**config.mk**
```make
export PLATFORM = sky130hd
export DESIGN_NAME = iirl_cell
export DESIGN_NICKNAME = d
export VERILOG_FILES = /design/src/hw/rtl/iirl_pkg.sv /design/src/hw/rtl/iirl_cell.sv
export SDC_FILE = /design/constraint.sdc
export NUM_CORES = 1
export LEC_CHECK = 0
export CAP_MARGIN = 20
export CORE_AREA = 2 2 78 99
export CTS_BUF_LIST = sky130_fd_sc_hd__clkbuf_8
export DETAILED_ROUTE_END_ITERATION = 12
export DIE_AREA = 0 0 80 101
export DONT_BUFFER_PORTS = 1
export PLACE_DENSITY = 0.44
export SYNTH_ARGS = -nofsm -noshare
export SYNTH_HDL_FRONTEND = slang
export SYNTH_SLANG_ARGS = --single-unit
export TNS_END_PERCENT = 10
```
**constraint.sdc**
```tcl
create_clock -name clk -period 6.1 [get_ports clk]
set_clock_uncertainty 0.05 [all_clocks]
set_input_delay 0.61 -clock clk [delete_from_list [all_inputs] [get_ports clk]]
set_output_delay 0.61 -clock clk [all_outputs]
set_load 0.005 [all_outputs]
```
**src/hw/rtl/iirl_pkg.sv**
```systemverilog
// ----------------------------------------------------------------------------
// iirl_pkg
// Shared types and constants for the indexed insert/remove list.
// ----------------------------------------------------------------------------
`default_nettype none

package iirl_pkg;

  // fixed field widths of the request and result channels
  localparam int POS_W      = 5;
  localparam int XFER_W     = 32;
  localparam int CNT_OUT_W  = 5;

  // defaults for the top-level parameters
  localparam int DEPTH_DEF      = 16;
  localparam int DATA_WIDTH_DEF = 32;

  // request kinds
  typedef enum logic [1:0] {
    REQ_INSERT = 2'd0,
    REQ_REMOVE = 2'd1,
    REQ_READ   = 2'd2,
    REQ_WRITE  = 2'd3
  } req_type_t;

  // command broadcast to every cell of the row
  typedef struct packed {
    logic             shift_up;
    logic             shift_down;
    logic             load;
    logic [POS_W-1:0] pos;
  } cell_cmd_t;

endpackage

`default_nettype wire

```
**src/hw/rtl/iirl_cell.sv**
```systemverilog
// ----------------------------------------------------------------------------
// iirl_cell
// One list slot: holds a word and takes it from a neighbour on a shift.
// ----------------------------------------------------------------------------
`default_nettype none

module iirl_cell
  import iirl_pkg::*;
#(
  parameter int DATA_WIDTH = DATA_WIDTH_DEF,
  parameter int IDX        = 0
) (
  input  wire logic                  clk,
  input  wire cell_cmd_t             cmd,
  input  wire logic [DATA_WIDTH-1:0] word,
  input  wire logic [DATA_WIDTH-1:0] lower_data,
  input  wire logic [DATA_WIDTH-1:0] upper_data,
  output logic      [DATA_WIDTH-1:0] data_q,
  output logic      [DATA_WIDTH-1:0] sel_data
);

  logic [DATA_WIDTH-1:0] data_r;
  logic [DATA_WIDTH-1:0] data_nxt;
  logic                  above_pos;
  logic                  at_pos;

  // position compare against this slot
  assign at_pos    = (IDX == int'(cmd.pos));
  assign above_pos = (IDX >  int'(cmd.pos));

  // slot update: shift up from below, load at position, shift down from above
  always_comb begin
    data_nxt = data_r;
    if (cmd.shift_up && above_pos) begin
      data_nxt = lower_data;
    end else if (cmd.load && at_pos) begin
      data_nxt = word;
    end else if (cmd.shift_down && (above_pos || at_pos)) begin
      data_nxt = upper_data;
    end
  end

  always_ff @(posedge clk) begin
    data_r <= data_nxt;
  end

  assign data_q   = data_r;
  assign sel_data = at_pos ? data_r : '0;

endmodule

`default_nettype wire

```
==> impl_metrics.toml <==
[sta]
fin_crit_sh_pct = 45.96
worst_pin_slew_ns = 0.9497
layout_min_cycle_time_ns = 2.804
slew_headroom_pct = 36.62
setup_ws_ns = 3.296
max_freq_mhz = 356.7
final_hold_viol_count = 0
setup_violations = 0
slew_viol_final = 0
rsz0062_at_grt = "false"
tns_ns = 0

[final_layout]
design_area_sq_um = 1879
fin_nets = 214
area_delta_synth_final_pct = 7.516
fillCellCount = 743
post-route-util_pct = 26.17
layout_common_cells = "and2_1 (32), edfxtp_1 (32), mux2_4 (30), clkbuf_8 (5), mux2_2 (2)"
num_antenna_cells = 0
instances_no_fill = 199
largest_register_ffs = 32
drive_gt1_share_pct = 39.25

[placement]
post-dp-hpwl_um = 2764
placed_area_sq_um = 1790
finalWeightedCongestion = 0.6387
placedCellCount = 193
port_buffers = 0
place_ws_ns = 3.001

[clock_tree]
cts_inserted_buffers = 5
cts_setup_buffers = 0
cts_max_path_buffers = 2
cts_tree = "built"
cts_hold_buf = 0
htree_levels = 2
cts_sinks = 32
cts_root_buf = "clkbuf_8"
post_cts_resize_count = 0
clkTransAtPathRegs_ns = 0.06

[global_routing]
grt_pass1_wl_um = 5085
grt_overflow_total = 0
grt_antenna_before_repair = 0
grt_max_degree = 34
grt_pass1_vias = 938
grtUsageTotal_pct = 8.808

[hold_path]
min_path_type = "input port to register"

[route]
drt-vias-per-instance = 4.392
firstDrtPassIters = 4
num_vias = 874
wirelength_um = 3684
wl_per_cell_um = 18.51
ant_nets = 0
drt_iter0_drc = 21
drcViolationCount = 0

[yosys]
ys_ff_latch = 32
seq_area_frac_synth_pct = 54.97
syn_area_sq_um = 1748
netlist_instances = 107
synth_warnings = 0
synth_area_per_cell_sq_um = 16.34
ys_types = 11
syn_nets = 212

[die]
initial_utilization_pct = 24.34
die_width_um = 80
die_y_um = 101
ios = 169
row_count = 35
dieArea_sq_um = 8080
coreArea_sq_um = 7182

[setup_path]
critPathKind = "input port to output pin"
arrival_ns = 2.14
end_kind = "output pin"
cp_max_fo = 33
startpoint_type = "input port"
cp.required_ns = 5.44

[power]
ir_worst_vdd_mv = 0.06314
p_per_area_nw_per_um2 = 220.3
p_leak_nw = 0.7417

[outcome]
status = "finished clean"

[flow_run]
maxCapViolCount = 0
==> power breakdown <==
group	switching (mW)	leakage, nW	total [mW]	internal (mW)
Combinational	0.00773	0.417	0.0252	0.0175
Clock	0.0667	0.0359	0.140	0.0733
Sequential	0.00241	0.289	0.249	0.246
==> through the flow <==
stage	total power [mW]	hold slack (ns)
CTS	0.4251	0.4848
floorplan	0.2752	0.7775
global placement	0.2784	0.7789
global route	0.4379	0.4715
detailed placement	0.2792	0.7797
finish	0.4140	0.5011
==> per-layer routing <==
metal / wire length, um / global-route usage [%]
met5: 0 / 0
met4: 69 / 4.302
met3: 261 / 3.226
met2: 2015 / 14.74
met1: 1339 / 9.792
==> Yosys cell counts, drive strengths merged <==
cell,instances,share of area [%]
and2,32,11
buf,4,4.1
clkbuf,3,0.64
edfxtp,32,55
mux2,32,27
nor2,1,0.21
o21a,1,0.43
or3b,1,0.50
or4,1,0.64
==> kinds of logic after synthesis <==
logic type | after synthesis | share of synthesized area (%)
AO/OA/AOI/OAI | 1 | 0.4297
buffers and inverters | 7 | 4.724
flip-flops | 32 | 54.97
multiplexers | 32 | 27.06
AND/OR/NAND/NOR | 35 | 12.81
==> final timing paths <==
path                       start  depth (start not counted)           end  slack (ns)
setup / recovery          cmd[1]                          3  sel_data[14]        3.30
hold / removal    upper_data[28]                          1    data_q[28]        0.50
==> cell type report <==
class                   instances  area (sq um)  share of cell area, %
multi-input cells              68         706.9                  37.62
repair buffers                  2         27.53                  1.465
flip-flops and latches         32         960.9                  51.13
clock buffers                   5         68.82                  3.662
well taps                      92         115.1                  6.125
==> worst max-delay path, stage by stage <==
cell and delay (ns):
or4_4 0.53, nor2_2 0.74, and2_1 0.26
Note: power is estimated with default switching activity, not from simulation.
