<file path="config.mk">
export PLATFORM = sky130hd
export DESIGN_NAME = iirl_ctrl
export DESIGN_NICKNAME = d
export VERILOG_FILES = /design/src/hw/rtl/iirl_pkg.sv /design/src/hw/rtl/iirl_ctrl.sv
export SDC_FILE = /design/constraint.sdc
export NUM_CORES = 1
export LEC_CHECK = 0
export BUFFER_PORTS_ARGS = -buffer_cell sky130_fd_sc_hd__buf_2
export CORE_UTILIZATION = 55
export CTS_CLUSTER_SIZE = 14
export DETAILED_ROUTE_END_ITERATION = 8
export PLACE_DENSITY = 0.95
export SYNTH_ARGS = -nofsm -noshare
export SYNTH_HDL_FRONTEND = slang
export SYNTH_SLANG_ARGS = --single-unit
</file>
<file path="constraint.sdc">
create_clock -name clk -period 4.1 [get_ports clk]
set_clock_uncertainty 0.05 [all_clocks]
set_input_delay 0.615 -clock clk [delete_from_list [all_inputs] [get_ports clk]]
set_output_delay 0.615 -clock clk [all_outputs]
set_load 0.005 [all_outputs]
</file>
<file path="src/hw/rtl/iirl_pkg.sv">
// ----------------------------------------------------------------------------
// iirl_pkg
// Shared types and constants for the indexed insert/remove list.
// ----------------------------------------------------------------------------
`default_nettype none

package iirl_pkg;

  // fixed field widths of the request and result channels
  localparam int POS_W      = 5;
  localparam int XFER_W     = 32;
  localparam int CNT_OUT_W  = 5;

  // defaults for the top-level parameters
  localparam int DEPTH_DEF      = 16;
  localparam int DATA_WIDTH_DEF = 32;

  // request kinds
  typedef enum logic [1:0] {
    REQ_INSERT = 2'd0,
    REQ_REMOVE = 2'd1,
    REQ_READ   = 2'd2,
    REQ_WRITE  = 2'd3
  } req_type_t;

  // command broadcast to every cell of the row
  typedef struct packed {
    logic             shift_up;
    logic             shift_down;
    logic             load;
    logic [POS_W-1:0] pos;
  } cell_cmd_t;

endpackage

`default_nettype wire

</file>
<file path="src/hw/rtl/iirl_ctrl.sv">
// ----------------------------------------------------------------------------
// iirl_ctrl
// Request decode, range check and entry count for the list.
// ----------------------------------------------------------------------------
`default_nettype none

module iirl_ctrl
  import iirl_pkg::*;
#(
  parameter int DEPTH = DEPTH_DEF,
  localparam int CNT_W = $clog2(DEPTH + 1)
) (
  input  wire logic             clk,
  input  wire logic             rst_n,
  input  wire logic             accept,
  input  wire logic [1:0]       req_type,
  input  wire logic [POS_W-1:0] position,
  output cell_cmd_t             cmd,
  output logic                  ok,
  output logic                  rd_en,
  output logic      [CNT_W-1:0] count_nxt
);

  localparam int CMP_W = (CNT_W > POS_W) ? CNT_W : POS_W;

  logic [CNT_W-1:0] count_r;
  logic [CMP_W-1:0] pos_ext;
  logic [CMP_W-1:0] cnt_ext;
  logic             full;
  req_type_t        kind;

  assign kind    = req_type_t'(req_type);
  assign pos_ext = CMP_W'(position);
  assign cnt_ext = CMP_W'(count_r);
  assign full    = (count_r == CNT_W'(DEPTH));

  // range check and cell command
  always_comb begin
    ok             = 1'b0;
    rd_en          = 1'b0;
    cmd.shift_up   = 1'b0;
    cmd.shift_down = 1'b0;
    cmd.load       = 1'b0;
    cmd.pos        = position;
    count_nxt      = count_r;
    case (kind)
      REQ_INSERT: begin
        ok = (pos_ext <= cnt_ext) && !full;
        cmd.shift_up = accept && ok;
        cmd.load     = accept && ok;
        if (ok) count_nxt = count_r + CNT_W'(1);
      end
      REQ_REMOVE: begin
        ok = (pos_ext < cnt_ext);
        cmd.shift_down = accept && ok;
        if (ok) count_nxt = count_r - CNT_W'(1);
      end
      REQ_READ: begin
        ok    = (pos_ext < cnt_ext);
        rd_en = ok;
      end
      REQ_WRITE: begin
        ok       = (pos_ext < cnt_ext);
        cmd.load = accept && ok;
      end
      default: begin
        ok = 1'b0;
      end
    endcase
  end

  // entry count
  always_ff @(posedge clk) begin
    if (!rst_n) begin
      count_r <= '0;
    end else if (accept) begin
      count_r <= count_nxt;
    end
  end

  // count stays within the row
  a_count_bound: assert property (@(posedge clk) disable iff (!rst_n)
    count_r <= CNT_W'(DEPTH))
    else $error("entry count beyond depth");

  // shifts in both directions never together
  a_shift_excl: assert property (@(posedge clk) disable iff (!rst_n)
    $onehot0({cmd.shift_up, cmd.shift_down}))
    else $error("shift up and down at once");

  // a successful insert grows the count by one
  a_insert_grows: assert property (@(posedge clk) disable iff (!rst_n)
    cmd.shift_up |=> (count_r == $past(count_r) + CNT_W'(1)))
    else $error("insert did not grow count");

  // a refused request leaves the count alone
  a_refused_hold: assert property (@(posedge clk) disable iff (!rst_n)
    (accept && !ok) |=> (count_r == $past(count_r)))
    else $error("refused request changed count");

endmodule

`default_nettype wire

</file>
==> flow_metrics.tcl, run 1 <==
set metrics [dict create \
    outcome "complete, no violations" \
    cts_inserted_buffers 3 \
    cts_tree "built" \
    cpPeakStageDelay_ps 410 \
    syn_area_um2 866 \
    rr_startpoint "cnt_ext[2]$_SDFFE_PN0P_" \
    dp.cells 142 \
    multi_input_area_um2 667 \
    synth_top_area_share_pct 17.3 \
    wl_per_cell_um 15.9 \
    hold_viol_final 0 \
    numClockSinks 5 \
    fin_crit_ps 3070 \
    fmax_mhz 326 \
    gp_congestion 0.924 \
    dr.pass1.iters 4 \
    synthCells 111 \
    antenna_found_initial 0 \
    synthArstFlopShare_pct 0 \
    synth.most_common_cell "ha_1" \
    synth_area_leader_cell "ha_1" \
    largest_reg_flops 5 \
    ant_nets 0 \
    wl_um 2320 \
    seq_area_um2 100 \
    rsz0062_at_grt "false" \
    avgSynthCellArea_um2 7.80 \
    synth_top_cells_by_count "ha_1, inv_1, a21oi_1" \
    cts_hold_buffers 0 \
    rr_worst_depth 7 \
    dieArea_um2 1740 \
    hold_start "cnt_ext[3]$_SDFFE_PN0P_" \
    hold_path_depth 2 \
    synth.distinct_cells 45 \
    diodes 0 \
    nNetsFinal 154 \
    clk_pin_slew_ps 50 \
    path_cells "inv_1, ha_1, a21oi_1, nand2_2, o41ai_2, a31oi_1, a21o_1, buf_2" \
    initial_core_util_pct 62.6 \
    required_ps 3430 \
    cp_max_fo 6 \
    crit_path_start_kind "flop" \
    cp-end-kind "primary output" \
    ir_drop_v 0.000127 \
    arrival_ps 2400 \
    crit-reg2reg-capture "cnt_ext[2]$_SDFFE_PN0P_" \
    grt_max_degree 14 \
    ys_ff_latch 5 \
    placementRows 13 \
    crit_type "flop to primary output" \
    cts_setup_buffers 0 \
    hold_class "flop to flop" \
    final-max-slew-violation-count 0 \
    setup_tns_ps 0 \
    areaGrowthSynthToFinish_pct 12.4 \
    clk_latency_ps 250 \
    via_count 987 \
    gr-total-overflow 0 \
    period_share_pct 74.8 \
    grt_pass1_vias 865 \
    syn_nets 133 \
    post_cts_resized 0 \
    routed_via_density 6.76 \
    fp.dieW_um 41.7 \
    crit_end "count_nxt[4]" \
    grt_pass1_wl_um 3720 \
    synth_area_leaders "ha_1, dfxtp_1, buf_4" \
    drive_above_1_share_pct 27.5 \
    die_h_um 41.7 \
    setup_viol 0 \
    place.port_buffers 24 \
    synth-main-ff-cell "dfxtp_1" \
    ioPinCount 25 \
    regToRegSetupSlack_ps 1740 \
    first_iter_violations 72 \
    ys_seq_area_share_pct 11.6 \
    clockBufferDepth 2 \
    final_cells 146 \
    clockRootBuffer "clkbuf_4" \
    h-tree-depth 1 \
    tightest_slew_ps 475 \
    ys_warn_count 0 \
    synth_edf_count 0 \
    maxCapViolations 0 \
    setup.worst_path.start "cnt_ext[4]$_SDFFE_PN0P_" \
    nFillCells 126 \
    slew_headroom_pct 68.4 \
    slowest_stage "a21oi_1" \
    dp_hpwl_um 1770 \
    grt.total_usage_pct 27.4 \
    powerDensity_nw_per_um2 208 \
    drc 0 \
    p_leak_nw 0.461 \
    core-area_um2 1380 \
]
[cell type report]
cell class | instances | share of cell area, %
clock buffer | 4 | 2.70
inverter | 11 | 4.24
multi-input combinational | 87 | 68.5
sequential | 5 | 10.3
tap | 15 | 1.93
timing repair buffer | 24 | 12.3
[placed cells by master (no fill, tap or decap), types with 2 or more instances in the layout]
cell	Yosys	layout
buf_2	1	24
ha_1	12	12
inv_1	9	9
a21oi_1	7	7
nand2_1	6	6
nand3_1	6	6
nor2_1	5	5
dfxtp_1	5	5
o21ai_1	3	3
nand4_1	3	3
nor3_1	3	3
o31ai_1	3	3
a31oi_1	3	3
clkbuf_4	0	3
inv_2	2	2
a22o_1	2	2
a21o_1	2	2
a221oi_1	2	2
o22ai_1	2	2
o31a_1	2	2
and2_1	2	2
and3_1	2	2
a311oi_1	2	2
[worst min path at each step]
| stage | end | slack [ps] |
|---|---|---|
| 2_1_floorplan | cnt_ext[3]$_SDFFE_PN0P_ | 490 |
| 3_3_place_gp | cnt_ext[3]$_SDFFE_PN0P_ | 540 |
| 3_5_place_dp | cnt_ext[3]$_SDFFE_PN0P_ | 550 |
| 4_1_cts | cnt_ext[3]$_SDFFE_PN0P_ | 560 |
| 5_1_grt | cnt_ext[4]$_SDFFE_PN0P_ | 600 |
| 6_report | cnt_ext[3]$_SDFFE_PN0P_ | 570 |
[stage by stage]
stage	hold WS (ps)	setup slack (ps)	utilization [%]	total power, mW	area [um^2]
after floorplan	494	1440	-	0.118	866
after global placement	536	1150	68.5	0.139	947
after detailed placement	551	1120	68.5	0.141	947
after CTS	562	1050	70.4	0.202	973
after global routing	600	825	70.4	0.215	973
final	575	1030	70.4	0.202	973
[worst max-delay path: cells and delay by family (launching register included)]
kind	cells	cell delay (ps)
AOI/OAI and AO/OA	4	970
adders and majority gates	1	340
buffers and inverters	2	240
DFF	1	400
and+or+nand+nor	1	210
[metal layers]
metal	wire length (um)	track usage [%]	up-vias	share of wire (%)
met5	0	0	-	0
met4	17	6.45	0	0.73
met3	226	6.52	4	9.8
met2	1140	46.6	71	49
met1	932	34.7	453	40
li1	-	-	459	-
[power breakdown]
group	total [mW]	leakage, nW	switching [mW]	internal [mW]
registers	0.0543	0.0405	0.00353	0.0507
logic	0.0879	0.405	0.0518	0.0361
clock network	0.0602	0.0150	0.0232	0.0370
total	0.202	0.461	0.0786	0.124
[kinds of logic after synthesis]
| logic type | Yosys count | synth area share, % |
|---|---|---|
| AO/OA/AOI/OAI | 38 | 34.0 |
| AND/OR/NAND/NOR | 36 | 24.6 |
| buffers and inverters | 19 | 11.4 |
| adder cells (fa/ha/maj) | 12 | 17.3 |
| flip-flops | 5 | 11.6 |
| multiplexers | 1 | 1.16 |
(Power assumes the default switching activity.)
==> inputs of run 2 (changes only) <==
--- a/config.mk
+++ b/config.mk
@@ -6,10 +6,10 @@
 export NUM_CORES = 1
 export LEC_CHECK = 0
 export BUFFER_PORTS_ARGS = -buffer_cell sky130_fd_sc_hd__buf_2
-export CORE_UTILIZATION = 55
+export CORE_UTILIZATION = 51
 export CTS_CLUSTER_SIZE = 14
 export DETAILED_ROUTE_END_ITERATION = 8
-export PLACE_DENSITY = 0.95
+export PLACE_DENSITY = 0.9
 export SYNTH_ARGS = -nofsm -noshare
 export SYNTH_HDL_FRONTEND = slang
 export SYNTH_SLANG_ARGS = --single-unit
==> constraint.sdc (replaced) <==
create_clock -name clk -period 2.9 [get_ports clk]
set_clock_uncertainty 0.05 [all_clocks]
set_input_delay 0.435 -clock clk [delete_from_list [all_inputs] [get_ports clk]]
set_output_delay 0.435 -clock clk [all_outputs]
set_load 0.005 [all_outputs]
==> run 2 against run 1 <==
  * Cell area is 4.5% higher
  * Critical endpoint is now count_nxt[0]
  * Count of clock-buffer cells in the layout stayed put
  * Routed wire length is 2.0% higher
  * Final cell count is 3.4% higher
  * Combinational power is 50% higher
  * Worst setup slack worse by 890 ps
  * Die area is 7.5% higher
  * Total power is 44% higher
  * Sequential share of layout area is 0.32 points lower
  * First-iteration DRC count is 63% lower
==> flow_metrics.tcl, run 2 (synthesis results as in run 1) <==
set metrics [dict create \
    p_leak_nw 0.485 \
    clockBufferDepth 2 \
    dieArea_um2 1870 \
    initial_core_util_pct 56.2 \
    swShare_pct 38.3 \
    comb_power_share_pct 45.3 \
    numClockSinks 5 \
    layout_setup_ws_ps 147 \
    multi_input_area_um2 678 \
    tightest_slew_ps 332 \
    place.port_buffers 24 \
    rsz0062_at_grt "false" \
    h-tree-depth 1 \
    placementRows 14 \
    setup_tns_ps 0 \
    rr_startpoint "cnt_ext[0]$_SDFFE_PN0P_" \
    ioPinCount 25 \
    power_switching_mw 0.112 \
    fmax_mhz 363 \
    clockRootBuffer "clkbuf_4" \
    cts_inserted_buffers 3 \
    period_share_pct 94.9 \
    routed_via_density 6.37 \
    hold_viol_final 0 \
    grt_pass1_vias 880 \
    hold_class "input port to flop" \
    pre_cts_slack_ps 279 \
    hold_start "rst_n" \
    cp-end-kind "primary output" \
    areaGrowthSynthToFinish_pct 17.5 \
    fin_crit_ps 2750 \
    nNetsFinal 158 \
    seq_area_um2 101 \
    rr_worst_depth 8 \
    ant_nets 0 \
    grt.total_usage_pct 26.7 \
    fp.dieW_um 43.2 \
    dp_hpwl_um 1800 \
    p_int_mw 0.180 \
    crit_path_start_kind "flop" \
    diodes 0 \
    die_h_um 43.2 \
    clk_pin_slew_ps 50 \
    cp_max_fo 13 \
    nFillCells 136 \
    dp.cells 145 \
    first_iter_violations 27 \
    slew_headroom_pct 77.6 \
    cts_tree "built" \
    crit-reg2reg-capture "cnt_ext[2]$_SDFFE_PN0P_" \
    arrival_ps 2270 \
    dr.pass1.iters 4 \
    largest_reg_flops 5 \
    crit_type "flop to primary output" \
    ir_drop_v 0.000179 \
    gp_congestion 0.981 \
    outcome "complete, no violations" \
    wl_per_cell_um 15.7 \
    antenna_found_initial 0 \
    finalPower_mw 0.292 \
    wl_um 2360 \
    final_cell_mix "buf_2, ha_1, inv_1" \
    hold_path_end "cnt_ext[1]$_SDFFE_PN0P_" \
    grt_max_degree 14 \
    required_ps 2410 \
    maxCapViolations 0 \
    final-max-slew-violation-count 0 \
    powerDensity_nw_per_um2 287 \
    via_count 962 \
    regToRegSetupSlack_ps 660 \
    hold_path_depth 2 \
    final_cells 151 \
    grt_pass1_wl_um 3880 \
    share_seq_of_total_power_pct 26.2 \
    pwr-share-clk_pct 28.6 \
    setup_viol 0 \
    layout_commonest_cell "buf_2" \
    drive_above_1_share_pct 31.1 \
    gr-total-overflow 0 \
    drc 0 \
    clk_latency_ps 240 \
    core-area_um2 1540 \
]
run 2: cell count changes in the layout (fill, tap and decap cells not counted), sizes merged:
cell,delta
buf,+4
run 2: worst max-delay path by stage:
stage                                        from           end  slack, ps  cells after the start
after floorplan           cnt_ext[2]$_SDFFE_PN0P_  count_nxt[4]        560                      9
after global placement                position[1]  count_nxt[2]        360                      8
after detailed placement              position[1]  count_nxt[2]        280                      8
after CTS                 cnt_ext[1]$_SDFFE_PN0P_  count_nxt[2]         70                      8
after global routing      cnt_ext[4]$_SDFFE_PN0P_  count_nxt[0]        0.9                      8
final                     cnt_ext[4]$_SDFFE_PN0P_  count_nxt[0]        150                      8
run 2: power groups by stage:
stage	clock network, mW	registers, mW	logic, mW
floorplan	0	0.0757	0.0916
global placement	0	0.0771	0.120
detailed placement	0	0.0772	0.124
CTS	0.0836	0.0760	0.125
global route	0.0873	0.0771	0.145
finish	0.0834	0.0765	0.132
run 2: repair_timing:
item	4_1_cts	5_1_grt
gates resized for setup	0	3
hold buffers	0	0
setup buffers	0	2
endpoints found under the setup margin	0	6
run 2: final cells by class:
| class | instances | area share (%) |
|---|---|---|
| Multi-Input combinational cell | 87 | 66.7 |
| Timing Repair Buffer | 28 | 14.8 |
| Sequential cell | 5 | 9.96 |
| Inverter | 11 | 4.06 |
| Clock buffer | 4 | 2.58 |
| Tap cell | 16 | 1.97 |
run 2: through the flow:
stage               area [um^2]  hold slack (ps)  utilization [%]
floorplan                   866              494                -
global placement            963              536             62.5
detailed placement          963              530             62.5
CTS                         990              408             64.2
global route               1020              414             66.0
finish                     1020              413             66.0
run 2: metal layers:
metal	global-route usage, %	part of all wire [%]
met1	35.4	43
met3	3.40	6.1
met2	44.5	50
met4	7.88	1.4
met5	0	0
run 2: worst max-delay path, cell delays in order (launching register included):
cell and delay [ps]:
dfxtp_1 400, inv_1 120, ha_1 350, o211a_1 200
o31a_4 260, o21ai_1 140, o221ai_1 270, o31a_1 180
buf_2 100
==> inputs of run 3 (changes only) <==
--- a/config.mk
+++ b/config.mk
@@ -5,8 +5,9 @@
 export SDC_FILE = /design/constraint.sdc
 export NUM_CORES = 1
 export LEC_CHECK = 0
+export ABC_AREA = 1
 export BUFFER_PORTS_ARGS = -buffer_cell sky130_fd_sc_hd__buf_2
-export CORE_UTILIZATION = 51
+export CORE_UTILIZATION = 52
 export CTS_CLUSTER_SIZE = 14
 export DETAILED_ROUTE_END_ITERATION = 8
 export PLACE_DENSITY = 0.9
==> run 3 against run 2 <==
  * Non-clock buffer count is 3 lower
  * Final cell count increased by 30%
  * Hold slack better by 90 ps
  * Highest routed layer unchanged
  * Sequential power rose by 11%
  * Clock power fell by 2%
  * Fmax rose by 2.9%
  * Largest cell class unchanged
  * Cell area is 5.8% higher
  * Register-to-register slack improved by 160 ps
==> flow_metrics.tcl, run 3 <==
set metrics [dict create \
    outcome "complete, no violations" \
    rsz0062_at_grt "false" \
    finalPower_mw 0.364 \
    worst-path-buf-inv 2 \
    final_cell_mix "nand2_1, inv_1, buf_2" \
    period_share_pct 92.2 \
    areaGrowthSynthToFinish_pct 13.3 \
    synth_top_area_share_pct 15.8 \
    grt.total_usage_pct 23.6 \
    synth.distinct_cells 20 \
    synth_edf_count 0 \
    required_ps 2410 \
    diodes 0 \
    antenna_found_initial 0 \
    nFillCells 167 \
    hold_viol_final 0 \
    placementRows 15 \
    setup_tns_ps 0 \
    first_iter_violations 21 \
    comb_power_share_pct 54.4 \
    final-max-slew-violation-count 0 \
    gr-total-overflow 0 \
    power_switching_mw 0.164 \
    slew_headroom_pct 80.5 \
    cp_max_fo 7 \
    clockRootBuffer "clkbuf_4" \
    routed_via_density 5.07 \
    wl_um 2170 \
    cts_setup_buffers 0 \
    syn_nets 171 \
    wl_per_cell_um 11.1 \
    ys_seq_area_share_pct 10.5 \
    cts_hold_buffers 0 \
    cts_inserted_buffers 3 \
    nNetsFinal 194 \
    place.port_buffers 24 \
    gp_congestion 0.928 \
    drc 0 \
    core-area_um2 1730 \
    layout_commonest_cell "nand2_1" \
    ys_warn_count 0 \
    ys_ff_latch 5 \
    maxCapViolations 0 \
    post_cts_resized 0 \
    p_leak_nw 0.642 \
    grt_pass1_wl_um 3640 \
    cts_tree "built" \
    synthArstFlopShare_pct 0 \
    fmax_mhz 374 \
    synth-main-ff-cell "dfxtp_1" \
    swShare_pct 44.9 \
    ioPinCount 25 \
    critical-path-top-delay-family "simple AND/OR/NAND/NOR gates" \
    p_int_mw 0.201 \
    setup_viol 0 \
    via_count 994 \
    pwr-share-clk_pct 22.4 \
    arrival_ps 2190 \
    fin_crit_ps 2670 \
    synth_area_leaders "ha_1, nand2_1, dfxtp_1" \
    fp.dieW_um 44.7 \
    share_seq_of_total_power_pct 23.3 \
    hold_class "input port to flop" \
    h-tree-depth 1 \
    cpPeakStageDelay_ps 480 \
    grt_pass1_vias 913 \
    slowest_stage "dfxtp_1" \
    die_h_um 44.7 \
    clockBufferDepth 2 \
    numClockSinks 5 \
    crit_type "flop to primary output" \
    crit_path_start_kind "flop" \
    dr.pass1.iters 4 \
    powerDensity_nw_per_um2 339 \
    clk_latency_ps 240 \
    grt_max_degree 9 \
    synthCells 149 \
    path_cells "inv_2, ha_1, nand2_1, nor2_4, nand2_4, nand3_4, nor2_4, nand2_1, o21ai_1, nand2_1, buf_2" \
    largest_reg_flops 5 \
    synth.most_common_cell "nand2_1" \
    syn_area_um2 950 \
    ant_nets 0 \
    synth_area_leader_cell "ha_1" \
    drive_above_1_share_pct 32.7 \
    dp_hpwl_um 1820 \
    clk_pin_slew_ps 50 \
    synth_top_cells_by_count "nand2_1, inv_1, nand3_1" \
    cp-end-kind "primary output" \
    ir_drop_v 0.000247 \
    initial_core_util_pct 55.0 \
    avgSynthCellArea_um2 6.37 \
    crit_top_cell "nand2_1" \
    dieArea_um2 2000 \
    tightest_slew_ps 293 \
]
## run 3: cell count changes after synthesis, moves of 3 or more
cell	before	now
nand3_2	0	7
nand2_1	6	34
o31ai_1	3	0
a31oi_1	3	0
nand2_4	0	4
nand3_1	6	16
inv_1	9	24
nand2_2	1	6
inv_2	2	6
## run 3: kinds of logic after synthesis
family	share of synthesized area, %
buf+inv	18.0
fa+ha+maj	15.8
flops	10.5
compound gates	4.74
xor+xnor	0.922
simple gates	49.9
## run 3: power groups by stage
stage	registers (mW)	logic, mW	clock network (mW)
6_report	0.0847	0.198	0.0815
5_1_grt	0.0849	0.223	0.0884
4_1_cts	0.0844	0.198	0.0830
3_5_place_dp	0.0857	0.197	0
3_3_place_gp	0.0850	0.191	0
2_1_floorplan	0.0827	0.152	0
## run 3: worst paths after layout
check,startpoint,end,slack (ps),depth (start not counted)
setup / recovery,cnt_ext[2]$_SDFFE_PN0P_,count_nxt[0],230,11
hold / removal,accept,cnt_ext[1]$_SDFFE_PN0P_,500,4
setup reg to reg,cnt_ext[2]$_SDFFE_PN0P_,cnt_ext[0]$_SDFFE_PN0P_,820,12
hold reg to reg,cnt_ext[3]$_SDFFE_PN0P_,cnt_ext[3]$_SDFFE_PN0P_,620,4
## run 3: worst register-to-register path, cell delays in order, from the launching register on
cell     delay, ps
dfxtp_1        480
inv_2          120
ha_1           310
nand2_1        150
nor2_4          60
nand2_4         70
nand3_4        110
nor2_4         160
nand2_1         80
o21ai_1        180
nand3_2        100
nand2_1         70
inv_1           30
## run 3: per-stage QoR
step	hold WS, ps	util, %	setup WS (ps)	cell area (um^2)	instances
after floorplan	541	-	823	950	149
after global placement	593	60.8	613	1050	192
after detailed placement	604	60.8	506	1050	192
after CTS	501	62.3	238	1080	196
after global routing	513	62.3	103	1080	196
final	504	62.3	225	1080	196
## run 3: layout make-up
class,count,area (um^2),area share [%]
clock buffers,4,26.3,2.44
inverters,30,113,10.5
multi-input cells,107,678,63.0
flip-flops and latches,5,100,9.30
well taps,25,31.3,2.91
repair buffers,25,128,11.9
## run 3: metal layers
| layer | vias to the layer above | wire, um | global-route usage [%] |
|---|---|---|---|
| met5 | - | 0 | 0 |
| met4 | 0 | 7 | 4.85 |
| met3 | 2 | 82 | 2.40 |
| met2 | 37 | 1160 | 44.1 |
| met1 | 447 | 918 | 29.2 |
| li1 | 508 | - | - |
